<file path="config.mk">
export PLATFORM = sky130hd
export DESIGN_NAME = limit_order_book_matcher_core_flat
export DESIGN_NICKNAME = d
export VERILOG_FILES = /design/src/hw/rtl/lobm_pkg.sv /design/src/hw/rtl/lobm_stream_if.sv /design/src/hw/rtl/limit_order_book_matcher_core.sv /design/src/hw/rtl/lobm_datapath.sv /design/src/hw/rtl/lobm_ctrl.sv /design/src/hw/rtl/lobm_out_buf.sv /design/src/flat_wrapper.sv
export VERILOG_INCLUDE_DIRS = /design/src /design/src/hw/rtl
export SDC_FILE = /design/constraint.sdc
export NUM_CORES = 1
export LEC_CHECK = 0
export BUFFER_PORTS_ARGS = -buffer_cell sky130_fd_sc_hd__buf_2
export CAP_MARGIN = 0
export CORE_AREA = 2 2 39 41
export DETAILED_ROUTE_END_ITERATION = 6
export DIE_AREA = 0 0 41 43
export SKIP_CTS_REPAIR_TIMING = 1
export SYNTH_ARGS = -nofsm -noshare
export SYNTH_HDL_FRONTEND = slang
export SYNTH_SLANG_ARGS = --single-unit
</file>
<file path="constraint.sdc">
create_clock -name clock -period 1.75 [get_ports clock]
set_clock_uncertainty 0.15 [all_clocks]
set_input_delay 0.2625 -clock clock [delete_from_list [all_inputs] [get_ports clock]]
set_output_delay 0.2625 -clock clock [all_outputs]
set_load 0.1 [all_outputs]
</file>
<file path="src/hw/rtl/limit_order_book_matcher_core_assert.svh">
// assertion macros for the order book matcher
`ifndef LIMIT_ORDER_BOOK_MATCHER_CORE_ASSERT_SVH
`define LIMIT_ORDER_BOOK_MATCHER_CORE_ASSERT_SVH
`ifndef SYNTH
`define LOBM_ASSERT(label, clk, rst, prop) \
   label: assert property (@(posedge clk) disable iff (rst) prop) else $error("%m: label");
`define LOBM_ASSERT_NR(label, clk, prop) \
   label: assert property (@(posedge clk) prop) else $error("%m: label");
`else
`define LOBM_ASSERT(label, clk, rst, prop)
`define LOBM_ASSERT_NR(label, clk, prop)
`endif
`endif

</file>
<file path="src/hw/rtl/lobm_pkg.sv">
// shared types, constants and codes of the order book matcher
package lobm_pkg;
   localparam int BookDepth  = 32;
   localparam int PriceBits  = 16;
   localparam int QtyBits    = 16;
   localparam int IdBits     = 16;
   localparam int TotalBits  = 21;
   localparam int IdxBits    = $clog2(BookDepth);
   localparam int CntBits    = $clog2(BookDepth + 1);

   typedef enum logic [2:0] {
      REQ_BUY = 3'd0, REQ_SELL = 3'd1, REQ_MODIFY = 3'd2, REQ_CANCEL = 3'd3,
      REQ_PRINT = 3'd4
   } req_code_type;

   localparam logic [1:0] KIND_TRADE  = 2'd0;
   localparam logic [1:0] KIND_SELL   = 2'd1;
   localparam logic [1:0] KIND_BUY    = 2'd2;
   localparam logic [1:0] KIND_REJECT = 2'd3;

   typedef struct packed {
      logic [2:0]           req_type;
      logic                 modify_side;
      logic                 good_for_day;
      logic [IdBits-1:0]    order_id;
      logic [PriceBits-1:0] limit_price;
      logic [QtyBits-1:0]   order_qty;
   } req_type_type;

   typedef struct packed {
      logic [1:0]           kind;
      logic [IdBits-1:0]    resting_id;
      logic [PriceBits-1:0] resting_price;
      logic [IdBits-1:0]    incoming_id;
      logic [PriceBits-1:0] incoming_price;
      logic [QtyBits-1:0]   fill_qty;
      logic [PriceBits-1:0] level_price;
      logic [TotalBits-1:0] level_total;
      logic                 last;
   } rsp_type;

   typedef struct packed {
      logic                 side;
      logic [IdBits-1:0]    id;
      logic [PriceBits-1:0] price;
      logic [QtyBits-1:0]   qty;
   } entry_type;

   // commands from controller to datapath
   typedef struct packed {
      logic load;        // latch request
      logic scan;        // evaluate book with current working order / bound
      logic remove_id;   // remove entry found by id
      logic fill;        // apply fill on best entry, drive trade item
      logic rest;        // append remainder
      logic reject;      // drive reject item
      logic level;       // drive level item, step bound
      logic print_side;  // side for print scan (1 sell, 0 buy)
      logic print_init;  // reset print bound
   } cmd_type;

   // status from datapath to controller
   typedef struct packed {
      logic [2:0] req_type;
      logic       valid_order;  // price, qty nonzero
      logic       id_found;
      logic       best_found;   // a matching entry exists
      logic       qty_zero;     // remaining quantity is zero
      logic       gfd;
      logic       full;
      logic       level_found;
      logic       more_level;   // a level exists below the current print bound
   } stat_type;
endpackage

</file>
<file path="src/hw/rtl/lobm_stream_if.sv">
// valid/ready channel interface
interface lobm_stream_if #(parameter type PAYLOAD_TYPE = logic) ();
   logic        valid;
   logic        ready;
   PAYLOAD_TYPE data;
   modport source (output valid, output data, input ready);
   modport sink (input valid, input data, output ready);
endinterface

</file>
<file path="src/hw/rtl/limit_order_book_matcher_core.sv">
// top level of the order book matcher
//  channel | dir | payload              | handshake
//  req     | in  | order request item   | valid/ready
//  rsp     | out | trade/level/reject   | valid/ready
// each fill and each print level waits for a book scan that is registered first.
// results leave through a one-item register, so a result is shown once the next
// item of the same request or the request's end is known; a new request waits
// until the final result has left, and a stalled receiver stalls the fills.
// reset empties the book at once; no clearing pass.
module limit_order_book_matcher_core (
   input logic clock,
   input logic reset,
   lobm_stream_if.sink   req,
   lobm_stream_if.source rsp
);
   lobm_pkg::cmd_type  cmd;
   lobm_pkg::stat_type stat;
   lobm_pkg::rsp_type  item;
   logic c_req_ready, c_valid, c_last, b_ready, b_idle, c_ready;

   // the controller waits at idle until the held item is gone
   assign req.ready = c_req_ready && b_idle;
   assign c_ready   = b_ready;

   lobm_ctrl u_ctrl (
      .clock, .reset, .req_valid(req.valid && b_idle), .req_ready(c_req_ready),
      .rsp_valid(c_valid), .rsp_ready(c_ready), .rsp_last(c_last), .stat, .cmd
   );
   lobm_datapath u_dp (
      .clock, .reset, .req_in(req.data), .cmd, .stat, .item_out(item)
   );
   lobm_pkg::rsp_type item_l;
   always_comb begin
      item_l = item; item_l.last = c_last;
   end
   lobm_out_buf u_buf (
      .clock, .reset, .in_valid(c_valid), .in_ready(b_ready), .in_item(item_l),
      .flush(c_req_ready || c_last), .idle(b_idle), .rsp
   );
endmodule

</file>
<file path="src/hw/rtl/lobm_datapath.sv">
// book storage, scans, fills and result formatting
module lobm_datapath (
   input  logic                  clock,
   input  logic                  reset,
   input  lobm_pkg::req_type_type req_in,
   input  lobm_pkg::cmd_type     cmd,
   output lobm_pkg::stat_type    stat,
   output lobm_pkg::rsp_type     item_out
);
   lobm_pkg::entry_type            book_ff [lobm_pkg::BookDepth];
   logic [lobm_pkg::CntBits-1:0]   count_ff;
   lobm_pkg::req_type_type         req_ff;
   logic                           side_ff;
   logic [lobm_pkg::QtyBits-1:0]   qty_ff;
   // registered scan results
   logic                           best_ok_ff, id_ok_ff, lvl_ok_ff;
   logic [lobm_pkg::IdxBits-1:0]   best_ff, idx_ff;
   logic [lobm_pkg::PriceBits-1:0] lvl_ff, bound_ff;
   logic                           bound_top_ff;

   // combinational scan over the book
   logic                           b_ok, i_ok, l_ok;
   logic [lobm_pkg::IdxBits-1:0]   b_idx, i_idx;
   logic [lobm_pkg::PriceBits-1:0] l_pr;
   logic [lobm_pkg::TotalBits-1:0] l_tot;
   logic                           live;
   logic                           scan_side;
   // per-entry candidates, reduced pairwise so the earlier entry wins a tie
   logic                           b_c_ok  [lobm_pkg::BookDepth];
   logic [lobm_pkg::IdxBits-1:0]   b_c_idx [lobm_pkg::BookDepth];
   logic [lobm_pkg::PriceBits-1:0] b_c_pr  [lobm_pkg::BookDepth];
   logic                           l_c_ok  [lobm_pkg::BookDepth];
   logic [lobm_pkg::PriceBits-1:0] l_c_pr  [lobm_pkg::BookDepth];
   logic [lobm_pkg::TotalBits-1:0] t_c     [lobm_pkg::BookDepth];

   always_comb begin
      i_ok = 1'b0; i_idx = '0; live = 1'b0;
      scan_side = cmd.print_side;
      for (int i = 0; i < lobm_pkg::BookDepth; i++) begin
         live = (i < int'(count_ff));
         if (live && !i_ok && book_ff[i].id == req_ff.order_id) begin
            i_ok = 1'b1; i_idx = lobm_pkg::IdxBits'(i);
         end
         b_c_ok[i]  = live && book_ff[i].side != side_ff &&
                      (side_ff ? book_ff[i].price >= req_ff.limit_price
                               : book_ff[i].price <= req_ff.limit_price);
         b_c_idx[i] = lobm_pkg::IdxBits'(i);
         b_c_pr[i]  = book_ff[i].price;
         l_c_ok[i]  = live && book_ff[i].side == scan_side &&
                      (bound_top_ff || book_ff[i].price < bound_ff);
         l_c_pr[i]  = book_ff[i].price;
      end
      // best match and highest level below the bound, as a tree
      for (int s = 1; s < lobm_pkg::BookDepth; s = s * 2)
         for (int i = 0; i + s < lobm_pkg::BookDepth; i = i + 2 * s) begin
            if (b_c_ok[i+s] && (!b_c_ok[i] ||
                (side_ff ? b_c_pr[i+s] > b_c_pr[i] : b_c_pr[i+s] < b_c_pr[i]))) begin
               b_c_ok[i] = 1'b1; b_c_idx[i] = b_c_idx[i+s]; b_c_pr[i] = b_c_pr[i+s];
            end
            if (l_c_ok[i+s] && (!l_c_ok[i] || l_c_pr[i+s] > l_c_pr[i])) begin
               l_c_ok[i] = 1'b1; l_c_pr[i] = l_c_pr[i+s];
            end
         end
      b_ok = b_c_ok[0]; b_idx = b_c_idx[0];
      l_ok = l_c_ok[0]; l_pr = l_c_pr[0];
   end
   // level total uses the registered level price, summed as a tree
   always_comb begin
      for (int i = 0; i < lobm_pkg::BookDepth; i++)
         t_c[i] = (i < int'(count_ff) && book_ff[i].side == scan_side &&
                   book_ff[i].price == lvl_ff) ? lobm_pkg::TotalBits'(book_ff[i].qty) : '0;
      for (int s = 1; s < lobm_pkg::BookDepth; s = s * 2)
         for (int i = 0; i + s < lobm_pkg::BookDepth; i = i + 2 * s)
            t_c[i] = t_c[i] + t_c[i+s];
      l_tot = t_c[0];
   end

   logic [lobm_pkg::QtyBits-1:0] best_qty, fq;
   assign best_qty = book_ff[best_ff].qty;
   assign fq = (best_qty < qty_ff) ? best_qty : qty_ff;

   // removal index: by id or the exhausted best
   logic                         do_rm;
   logic [lobm_pkg::IdxBits-1:0] rm_idx;
   assign do_rm  = (cmd.remove_id && id_ok_ff) || (cmd.fill && best_qty == fq);
   assign rm_idx = cmd.remove_id ? idx_ff : best_ff;

   always_ff @(posedge clock) begin
      if (reset) begin
         count_ff <= '0;
      end else begin
         if (do_rm) count_ff <= count_ff - 1'b1;
         else if (cmd.rest && 32'(count_ff) < lobm_pkg::BookDepth)
            count_ff <= count_ff + 1'b1;
      end
   end

   always_ff @(posedge clock) begin
      if (cmd.load) begin
         req_ff  <= req_in;
         side_ff <= (req_in.req_type == lobm_pkg::REQ_MODIFY) ? req_in.modify_side
                                                              : req_in.req_type[0];
         qty_ff  <= req_in.order_qty;
      end
      if (cmd.scan) begin
         best_ok_ff <= b_ok; best_ff <= b_idx;
         id_ok_ff <= i_ok; idx_ff <= i_idx;
         lvl_ok_ff <= l_ok; lvl_ff <= l_pr;
      end
      if (cmd.print_init) bound_top_ff <= 1'b1;
      if (cmd.level) begin
         bound_top_ff <= 1'b0; bound_ff <= lvl_ff;
      end
      if (cmd.fill) qty_ff <= qty_ff - fq;
      // partial fill keeps the entry, an exhausted one is shifted out
      if (cmd.fill && !do_rm) book_ff[best_ff].qty <= best_qty - fq;
      if (do_rm)
         for (int i = 0; i < lobm_pkg::BookDepth - 1; i++)
            if (i >= int'(rm_idx)) book_ff[i] <= book_ff[i+1];
      if (cmd.rest && 32'(count_ff) < lobm_pkg::BookDepth)
         book_ff[count_ff[lobm_pkg::IdxBits-1:0]] <= '{side_ff, req_ff.order_id,
                                                      req_ff.limit_price, qty_ff};
   end

   // result item formatting
   always_comb begin
      item_out = '0;
      if (cmd.fill) begin
         item_out.kind = lobm_pkg::KIND_TRADE;
         item_out.resting_id = book_ff[best_ff].id;
         item_out.resting_price = book_ff[best_ff].price;
         item_out.incoming_id = req_ff.order_id;
         item_out.incoming_price = req_ff.limit_price;
         item_out.fill_qty = fq;
      end else if (cmd.reject) begin
         item_out.kind = lobm_pkg::KIND_REJECT;
         item_out.incoming_id = req_ff.order_id;
         item_out.incoming_price = req_ff.limit_price;
         item_out.fill_qty = qty_ff;
      end else if (cmd.level) begin
         item_out.kind = cmd.print_side ? lobm_pkg::KIND_SELL : lobm_pkg::KIND_BUY;
         item_out.level_price = lvl_ff;
         item_out.level_total = l_tot;
      end
   end

   assign stat.req_type    = req_ff.req_type;
   assign stat.valid_order = req_ff.limit_price != '0 && req_ff.order_qty != '0;
   assign stat.id_found    = id_ok_ff;
   assign stat.best_found  = best_ok_ff;
   assign stat.qty_zero    = qty_ff == '0;
   assign stat.gfd         = req_ff.good_for_day ||
                             req_ff.req_type == lobm_pkg::REQ_MODIFY;
   assign stat.full        = 32'(count_ff) >= lobm_pkg::BookDepth;
   assign stat.level_found = lvl_ok_ff;
   assign stat.more_level  = l_ok;
endmodule

</file>
<file path="src/hw/rtl/lobm_ctrl.sv">
// sequencing of match, cancel and print work
`include "limit_order_book_matcher_core_assert.svh"
module lobm_ctrl (
   input  logic               clock,
   input  logic               reset,
   input  logic               req_valid,
   output logic               req_ready,
   output logic               rsp_valid,
   input  logic               rsp_ready,
   output logic               rsp_last,
   input  lobm_pkg::stat_type stat,
   output lobm_pkg::cmd_type  cmd
);
   typedef enum logic [3:0] {
      S_IDLE, S_SCAN_ID, S_DECIDE, S_SCAN_BEST, S_FILL, S_TAIL, S_REJECT,
      S_PSCAN, S_LEVEL
   } state_type;
   state_type state_ff, state_in;
   logic      pside_ff, pside_in;

   always_comb begin
      state_in = state_ff; pside_in = pside_ff;
      cmd = '0; cmd.print_side = pside_ff;
      req_ready = 1'b0; rsp_valid = 1'b0; rsp_last = 1'b0;
      unique case (state_ff)
         S_IDLE: begin
            req_ready = 1'b1;
            if (req_valid) begin cmd.load = 1'b1; state_in = S_SCAN_ID; end
         end
         S_SCAN_ID: begin cmd.scan = 1'b1; state_in = S_DECIDE; end
         S_DECIDE: begin
            state_in = S_IDLE;
            case (stat.req_type)
               lobm_pkg::REQ_BUY, lobm_pkg::REQ_SELL:
                  if (stat.valid_order && !stat.id_found) state_in = S_SCAN_BEST;
               lobm_pkg::REQ_MODIFY:
                  if (stat.valid_order && stat.id_found) begin
                     cmd.remove_id = 1'b1; state_in = S_SCAN_BEST;
                  end
               lobm_pkg::REQ_CANCEL: cmd.remove_id = 1'b1;
               lobm_pkg::REQ_PRINT: begin
                  cmd.print_init = 1'b1; pside_in = 1'b1; state_in = S_PSCAN;
               end
               default: ;
            endcase
         end
         S_SCAN_BEST: begin cmd.scan = 1'b1; state_in = S_FILL; end
         S_FILL: begin
            if (stat.best_found && !stat.qty_zero) begin
               rsp_valid = 1'b1;
               if (rsp_ready) begin cmd.fill = 1'b1; state_in = S_SCAN_BEST; end
            end else state_in = S_TAIL;
         end
         S_TAIL: begin
            state_in = S_IDLE;
            if (!stat.qty_zero && stat.gfd) begin
               if (stat.full) state_in = S_REJECT;
               else cmd.rest = 1'b1;
            end
         end
         S_REJECT: begin
            cmd.reject = 1'b1; rsp_valid = 1'b1; rsp_last = 1'b1;
            if (rsp_ready) state_in = S_IDLE;
         end
         S_PSCAN: begin
            cmd.scan = 1'b1;
            state_in = S_LEVEL;
         end
         S_LEVEL: begin
            if (stat.level_found) begin
               cmd.level = 1'b1; rsp_valid = 1'b1;
               if (rsp_ready) state_in = S_PSCAN;
               else cmd.level = 1'b0;
            end else if (pside_ff) begin
               pside_in = 1'b0; cmd.print_init = 1'b1; state_in = S_PSCAN;
            end else state_in = S_IDLE;
         end
         default: state_in = S_IDLE;
      endcase
   end

   always_ff @(posedge clock) begin
      if (reset) begin
         state_ff <= S_IDLE; pside_ff <= 1'b0;
      end else begin
         state_ff <= state_in; pside_ff <= pside_in;
      end
   end

   `LOBM_ASSERT(a_ready_idle, clock, reset, req_ready |-> state_ff == S_IDLE)
   `LOBM_ASSERT(a_rsp_not_idle, clock, reset, rsp_valid |-> state_ff != S_IDLE)
   `LOBM_ASSERT(a_one_write, clock, reset, $onehot0({cmd.fill, cmd.rest, cmd.remove_id}))
endmodule

</file>
<file path="src/hw/rtl/lobm_out_buf.sv">
// result register with last-marking by one-item lookahead
module lobm_out_buf (
   input  logic              clock,
   input  logic              reset,
   input  logic              in_valid,
   output logic              in_ready,
   input  lobm_pkg::rsp_type in_item,
   input  logic              flush,
   output logic              idle,
   lobm_stream_if.source     rsp
);
   // one held item; it leaves once the next item is offered or the request has ended
   lobm_pkg::rsp_type hold_ff;
   logic              full_ff, done_ff;
   assign rsp.valid = full_ff && (done_ff || in_valid);
   assign rsp.data  = hold_ff;
   assign in_ready  = !full_ff || (rsp.valid && rsp.ready);
   assign idle      = !full_ff;
   logic take;
   assign take = in_valid && in_ready;
   always_ff @(posedge clock) begin
      if (reset) begin
         full_ff <= 1'b0; done_ff <= 1'b0;
      end else begin
         if (take) begin
            full_ff <= 1'b1; done_ff <= 1'b0;
         end else if (rsp.valid && rsp.ready) full_ff <= 1'b0;
         else if (full_ff && flush) done_ff <= 1'b1;
      end
   end
   always_ff @(posedge clock) begin
      if (take) hold_ff <= in_item;
      else if (full_ff && flush && !done_ff) hold_ff.last <= 1'b1;
   end
endmodule
</file>
<file path="src/flat_wrapper.sv">
// flat-port wrapper written by rule: the top's interface ports become plain ports
module limit_order_book_matcher_core_flat 
  (clock, reset, req_valid, req_data, req_ready, rsp_valid, rsp_data, rsp_ready);
  lobm_stream_if req_i ();
  lobm_stream_if rsp_i ();
  input logic clock;
  input logic reset;
  input wire logic [$bits(req_i.valid)-1:0] req_valid;
  input wire logic [$bits(req_i.data)-1:0] req_data;
  output wire logic [$bits(req_i.ready)-1:0] req_ready;
  output wire logic [$bits(rsp_i.valid)-1:0] rsp_valid;
  output wire logic [$bits(rsp_i.data)-1:0] rsp_data;
  input wire logic [$bits(rsp_i.ready)-1:0] rsp_ready;
  assign req_i.valid = req_valid;
  assign req_i.data = req_data;
  assign req_ready = req_i.ready;
  assign rsp_valid = rsp_i.valid;
  assign rsp_data = rsp_i.data;
  assign rsp_i.ready = rsp_ready;
  limit_order_book_matcher_core u_core (.clock(clock), .reset(reset), .req(req_i), .rsp(rsp_i));
endmodule
</file>
Yosys cells after proc, flatten, opt, wreduce, memory -nomap -nowiden
Memories as Yosys holds them, arrays and structs flattened. A register that Yosys moved wholly into a read port is not among the register bits.
Cells that the tools add are included.
{"block": "classes", "addsub": 3, "order_cmp": 190, "n_eq_ne": 45, "n_mux": 285, "n_bitwise": 2, "n_reduce_logical": 375}
{"op": "16-bit < comparator", "count": 64}
{"op": "16-bit two-way mux", "count": 64}
{"op": "16-bit by 1-bit less-or-equal comparator with 1-bit output, second input constant", "count": 32}
{"op": "16-bit greater-than comparator", "count": 31}
{"op": "1-bit logical AND", "count": 200}
{"op": "1-bit two-way mux", "count": 192}
{"op": "1-bit logical OR", "count": 97}
{"op": "5-bit by 6-bit < comparator with 1-bit output, first input constant", "count": 16}
{"op": "5-bit two-way mux", "count": 17}
{"op": "5-bit >= comparator, first input constant", "count": 15}
{"op": "1-bit zero test", "count": 66}
{"op": "49-bit two-way mux", "count": 1}
{"op": "49-bit OR reduction", "count": 1}
{"op": "4-bit by 6-bit < comparator with 1-bit output, first input constant", "count": 8}
{"op": "4-bit by 5-bit >= comparator with 1-bit output, first input constant", "count": 8}
{"op": "1-bit equality test", "count": 32}
{"op": "16-bit subtractor", "count": 2}
{"op": "4-bit case mux with 7 select lines", "count": 1}
{"op": "3-bit by 6-bit < comparator with 1-bit output, first input constant", "count": 4}
{"op": "4-bit two-way mux", "count": 6}
{"op": "3-bit by 5-bit >= comparator with 1-bit output, first input constant", "count": 4}
{"op": "16-bit equality test", "count": 1}
{"op": "16-bit zero test", "count": 1}
{"op": "4-bit by 3-bit equality test with 1-bit output, second input constant", "count": 3}
{"op": "other kinds (22)", "count": 34}
{"block": "totals", "register_bits": 70, "ram_bits": 1568, "inputBits": 5, "out_inout_bits": 3, "word_cells": 914, "n_memories": 1}
{"memory": "u_core.u_dp.book_ff", "words": 32, "word_bits": 49, "read_ports": 33, "rd_clocked_by_memory_dff": 1, "wr": 31, "line_no": "lobm_datapath.sv:10", "rtl": "lobm_pkg::entry_type book_ff [lobm_pkg::BookDepth];"}

Logic depth before layout (Yosys ltp)
{"block": "logic_depth", "word_depth": 24, "depth_mapped": 3, "depth_no_buf": 3}

Cells and area by module
Synthesis repeated with hierarchy kept, for this count alone.
{"block": "hier_totals", "hier_cells": 18660, "area_unflattened_um2": 174352.2}
{"mod": "lobm_datapath", "instances": 1, "cells_each": 18568, "area_per_inst_um2": 173666.6, "seq_area_each_um2": 50748.7}
{"mod": "lobm_ctrl", "instances": 1, "cells_each": 72, "area_per_inst_um2": 508.0, "seq_area_each_um2": 100.1}
{"mod": "lobm_out_buf", "instances": 1, "cells_each": 16, "area_per_inst_um2": 153.9, "seq_area_each_um2": 70.1}
{"mod": "limit_order_book_matcher_core", "instances": 1, "cells_each": 4, "area_per_inst_um2": 23.8, "seq_area_each_um2": 0.0}

Worst setup path after synthesis
OpenSTA, ideal clock, no wires.
{"block": "synth_path", "kind": "register to output", "start": "reg u_core.u_ctrl.state_ff[0]", "end": "out req_ready", "arrival_ps": 2124, "t_required_ps": 1337, "slack_ps": -787, "stages_incl_launch_ff": 3, "n_path_buf": 0, "cell_sequence": "dfxtp_1 > or4_4 > nor2_1"}
{"block": "synth_via", "elab_chain_len": 3}
{"element": "start: declaration", "line_no": "lobm_ctrl.sv:18", "rtl": "state_type state_ff, state_in;"}
{"element": "start signal: assignment", "line_no": "lobm_ctrl.sv:86", "rtl": "state_ff <= state_in; pside_ff <= pside_in;"}
{"element": "4-bit zero test", "line_no": "lobm_ctrl.sv:25", "rtl": "unique case (state_ff)"}
{"element": "1-bit two-way mux", "line_no": "lobm_ctrl.sv:25"}
{"element": "1-bit logical AND", "line_no": "limit_order_book_matcher_core.sv:22", "rtl": "assign req.ready = c_req_ready && b_idle;"}
{"element": "end: declaration", "line_no": "flat_wrapper.sv:10", "rtl": "output wire logic [$bits(req_i.ready)-1:0] req_ready;"}
Every way passes these cells.

Worst setup path after layout
{"block": "layout_path", "start": "reg u_core.u_ctrl.state_ff[3]", "end": "out req_ready"}
Same word-level chain as after synthesis.

==> summary.txt <==
Drt
  – Routed Antenna Nets: 0
  – Vias per inst: 4.676
  – Drt wl/cell: 10.34 microns
  – Final wirelength: 703 microns
  – Drt first pass iters: 4
  – Iteration-0 DRC Markers: 5
  – Vias post-DR: 318
  – DRC errors left: 0

Power and ir drop
  – Sequential Power Share: 45.3%
  – Worst vdd ir: 0.2667 mV
  – Leak Pwr: 0.1709 nW
  – Internal power: 0.2765 mW
  – Clock Power Share: 39.9%
  – Switch Pwr: 0.09801 mW
  – Sw frac: 26.17%
  – Logic pwr share: 14.8%
  – Pwr/cell area: 804.6 nW/um^2

Place
  – Post-detail-place hpwl: 519.8 microns
  – Dpl cell area: 435.4 sq um
  – # port buffers: 6
  – Placed Cells incl. Taps: 64
  – RePlAce Congestion: 0.7348

Yosys
  – Post-synth top area share: 35.42%
  – Seq/Total Area, Yosys: 44.28%
  – Synth Area per Inst: 8.270 sq um
  – Synth unique cells: 19
  – Syn nets: 46
  – #FFs+latches synth: 7
  – Synth Cell Area: 339.1 sq um
  – Post-Synthesis Cells: 41
  – Ys Warns: 0
  – Top post-synthesis cells by area: dfxtp_1 35%, edfxtp_1 8.9%, nor2_1 8.9%, nand2_1 7.7%, a21oi_1 4.4%
  – Synth area leader: dfxtp_1

GRT
  – Global-route wire length before repair: 1.159 mm
  – Largest net degree at the start of global routing: 9
  – Initial antenna violation count: 0
  – Global route total overflow: 0
  – GRT Total Usage: 9.719%
  – Vias in the first global route: 291

Outcome
  – Failing checks: setup timing
  – Status: complete, but fails checks

Layout
  – Most frequent cells in the layout: 7 x nor2_1, 7 x nand2_1, 4 x buf_2
  – Area grow syn2layout: 37.27%
  – Final #Nets: 58
  – Antenna cells: 0
  – Design Area, Final: 465.4 sq um
  – Layout cells sized above 1: 32.69%
  – Post-route insts no fill: 68

Timing
  – Tcrit/Tclk final: 105.3%
  – Final Hold Viols: 0
  – Final setup vio count: 1
  – Final Critical Period: 1843 ps
  – Worst setup margin: -92.60 ps
  – Final Max Tran Viols: 0
  – Max Fclk: 542.7 MHz
  – Fin Setup TNS: -92.60 ps
  – RSZ-0062 raised after global routing: yes
  – Fin Hold WS: 72.45 ps

Worst setup path
  – FF-to-FF End: u_core.u_buf.rsp.data
  – Worst Path Arrival: 1430 ps
  – Setup crit start kind: flip-flop
  – CP cell instances: or4_4 -> nor2_4 -> buf_12
  – Slowest CP cell: or4_4
  – Worst r2r src: u_core.u_ctrl.state_ff[0]
  – CP required: 1340 ps
  – FF-to-FF setup slack: 360 ps
  – Crit-path max FO: 5
  – WS Path Type: flip-flop to primary output
  – Delay-heaviest family, CP: simple AND/OR/NAND/NOR gates
  – WP depth: 3
  – Worst Setup End Kind: primary output
  – Critical Path Max Stage Delay: 550 ps
  – Worst Reg-to-Reg Cells: 4
  – Worst Path Buf+Inv: 1

Floorplan
  – Initial Utilization: 24.50%
  – Die width: 41 microns
  – Die area: 1763 sq um
  – IO Count: 8
  – Die H: 43 microns
  – Core ar.: 1384 sq um
  – Num rows: 14

Flow run
  – Maxcap violations: 0

Min path
  – Worst Hold End: u_core.u_buf.full_ff
  – Worst min path class: input port to flip-flop
  – Worst Hold Depth: 2
  – Worst hold start: reset

CTS
  – Clock Latency Late Sink: 250 ps
  – Clock transition at the registers of the reported paths: 60 ps
  – TritonCTS Sinks: 7
  – # H-tree levels: 1
  – Inserted Clock Buffers: 3
  – TritonCTS clock tree: done
  – Clock Path Buffers: 2
  – Clk root buf: clkbuf_4
-- synth_stat cells --
library cell	instances
a21oi_1	3
a22oi_1	1
a31oi_1	1
and4bb_2	1
conb_1	1
dfxtp_1	6
edfxtp_1	1
nand2_1	7
nand2b_1	2
nand3_1	1
nand4bb_1	1
nor2_1	8
nor2b_1	1
nor4b_1	1
o21a_1	2
o21ai_1	1
or2_1	1
or3_1	1
or4_4	1
-- layout make-up --
class,instances,area [sq um]
fillers,149,918.4
multi-input cells,34,197.7
flip-flops and latches,7,153.9
repair buffers,7,67.56
clock buffers,4,26.28
well taps,16,20.02
-- worst max-delay path by stage --
| stage | from | end | slack, ps |
|---|---|---|---|
| 3_5_place_dp | u_core.u_ctrl.state_ff[3] | req_ready | 160 |
| 5_1_grt | u_core.u_ctrl.state_ff[3] | req_ready | -130 |
| 3_3_place_gp | u_core.u_ctrl.state_ff[3] | req_ready | 160 |
| 4_1_cts | u_core.u_ctrl.state_ff[3] | req_ready | -120 |
| 2_1_floorplan | u_core.u_ctrl.state_ff[0] | req_ready | -20 |
| 6_report | u_core.u_ctrl.state_ff[3] | req_ready | -90 |
-- power groups by stage --
stage                     clock [mW]  combinational (mW)  sequential [mW]
after floorplan                    0              0.0341            0.173
after global placement             0              0.0553            0.173
after detailed placement           0              0.0554            0.173
after CTS                      0.156              0.0556            0.169
after global routing           0.166              0.0585            0.170
final                          0.150              0.0554            0.170
-- cells by family after synthesis --
logic type,after synthesis,synth area share [%]
DFF,7,44.28
other,1,1.106
AOI/OAI and AO/OA,8,14.39
and+or+nand+nor,25,40.22
-- through the flow --
step | total power [mW] | worst slack (ps) | utilization, %
after floorplan | 0.2073 | -24.12 | -
after global placement | 0.2279 | 162.1 | 31.46
after detailed placement | 0.2280 | 156.2 | 31.46
after CTS | 0.3806 | -120.5 | 33.36
after global routing | 0.3940 | -132.0 | 33.63
final | 0.3745 | -92.60 | 33.63
-- sequential cells by signal, indices dropped and copies added, names as in the netlist --
signal / cells
u_core.u_ctrl.state_ff: 4
u_core.u_buf.full_ff: 1
u_core.u_buf.rsp.data: 1
u_core.u_buf.done_ff: 1
-- routing by layer --
metal	vias up	routed length, microns	GRT usage [%]
li1	165	-	-
met1	145	330	9.904
met2	8	331	15.94
met3	0	41	4.712
met4	0	0	4.000
met5	-	0	0
Power figures use the tool's default switching activity.
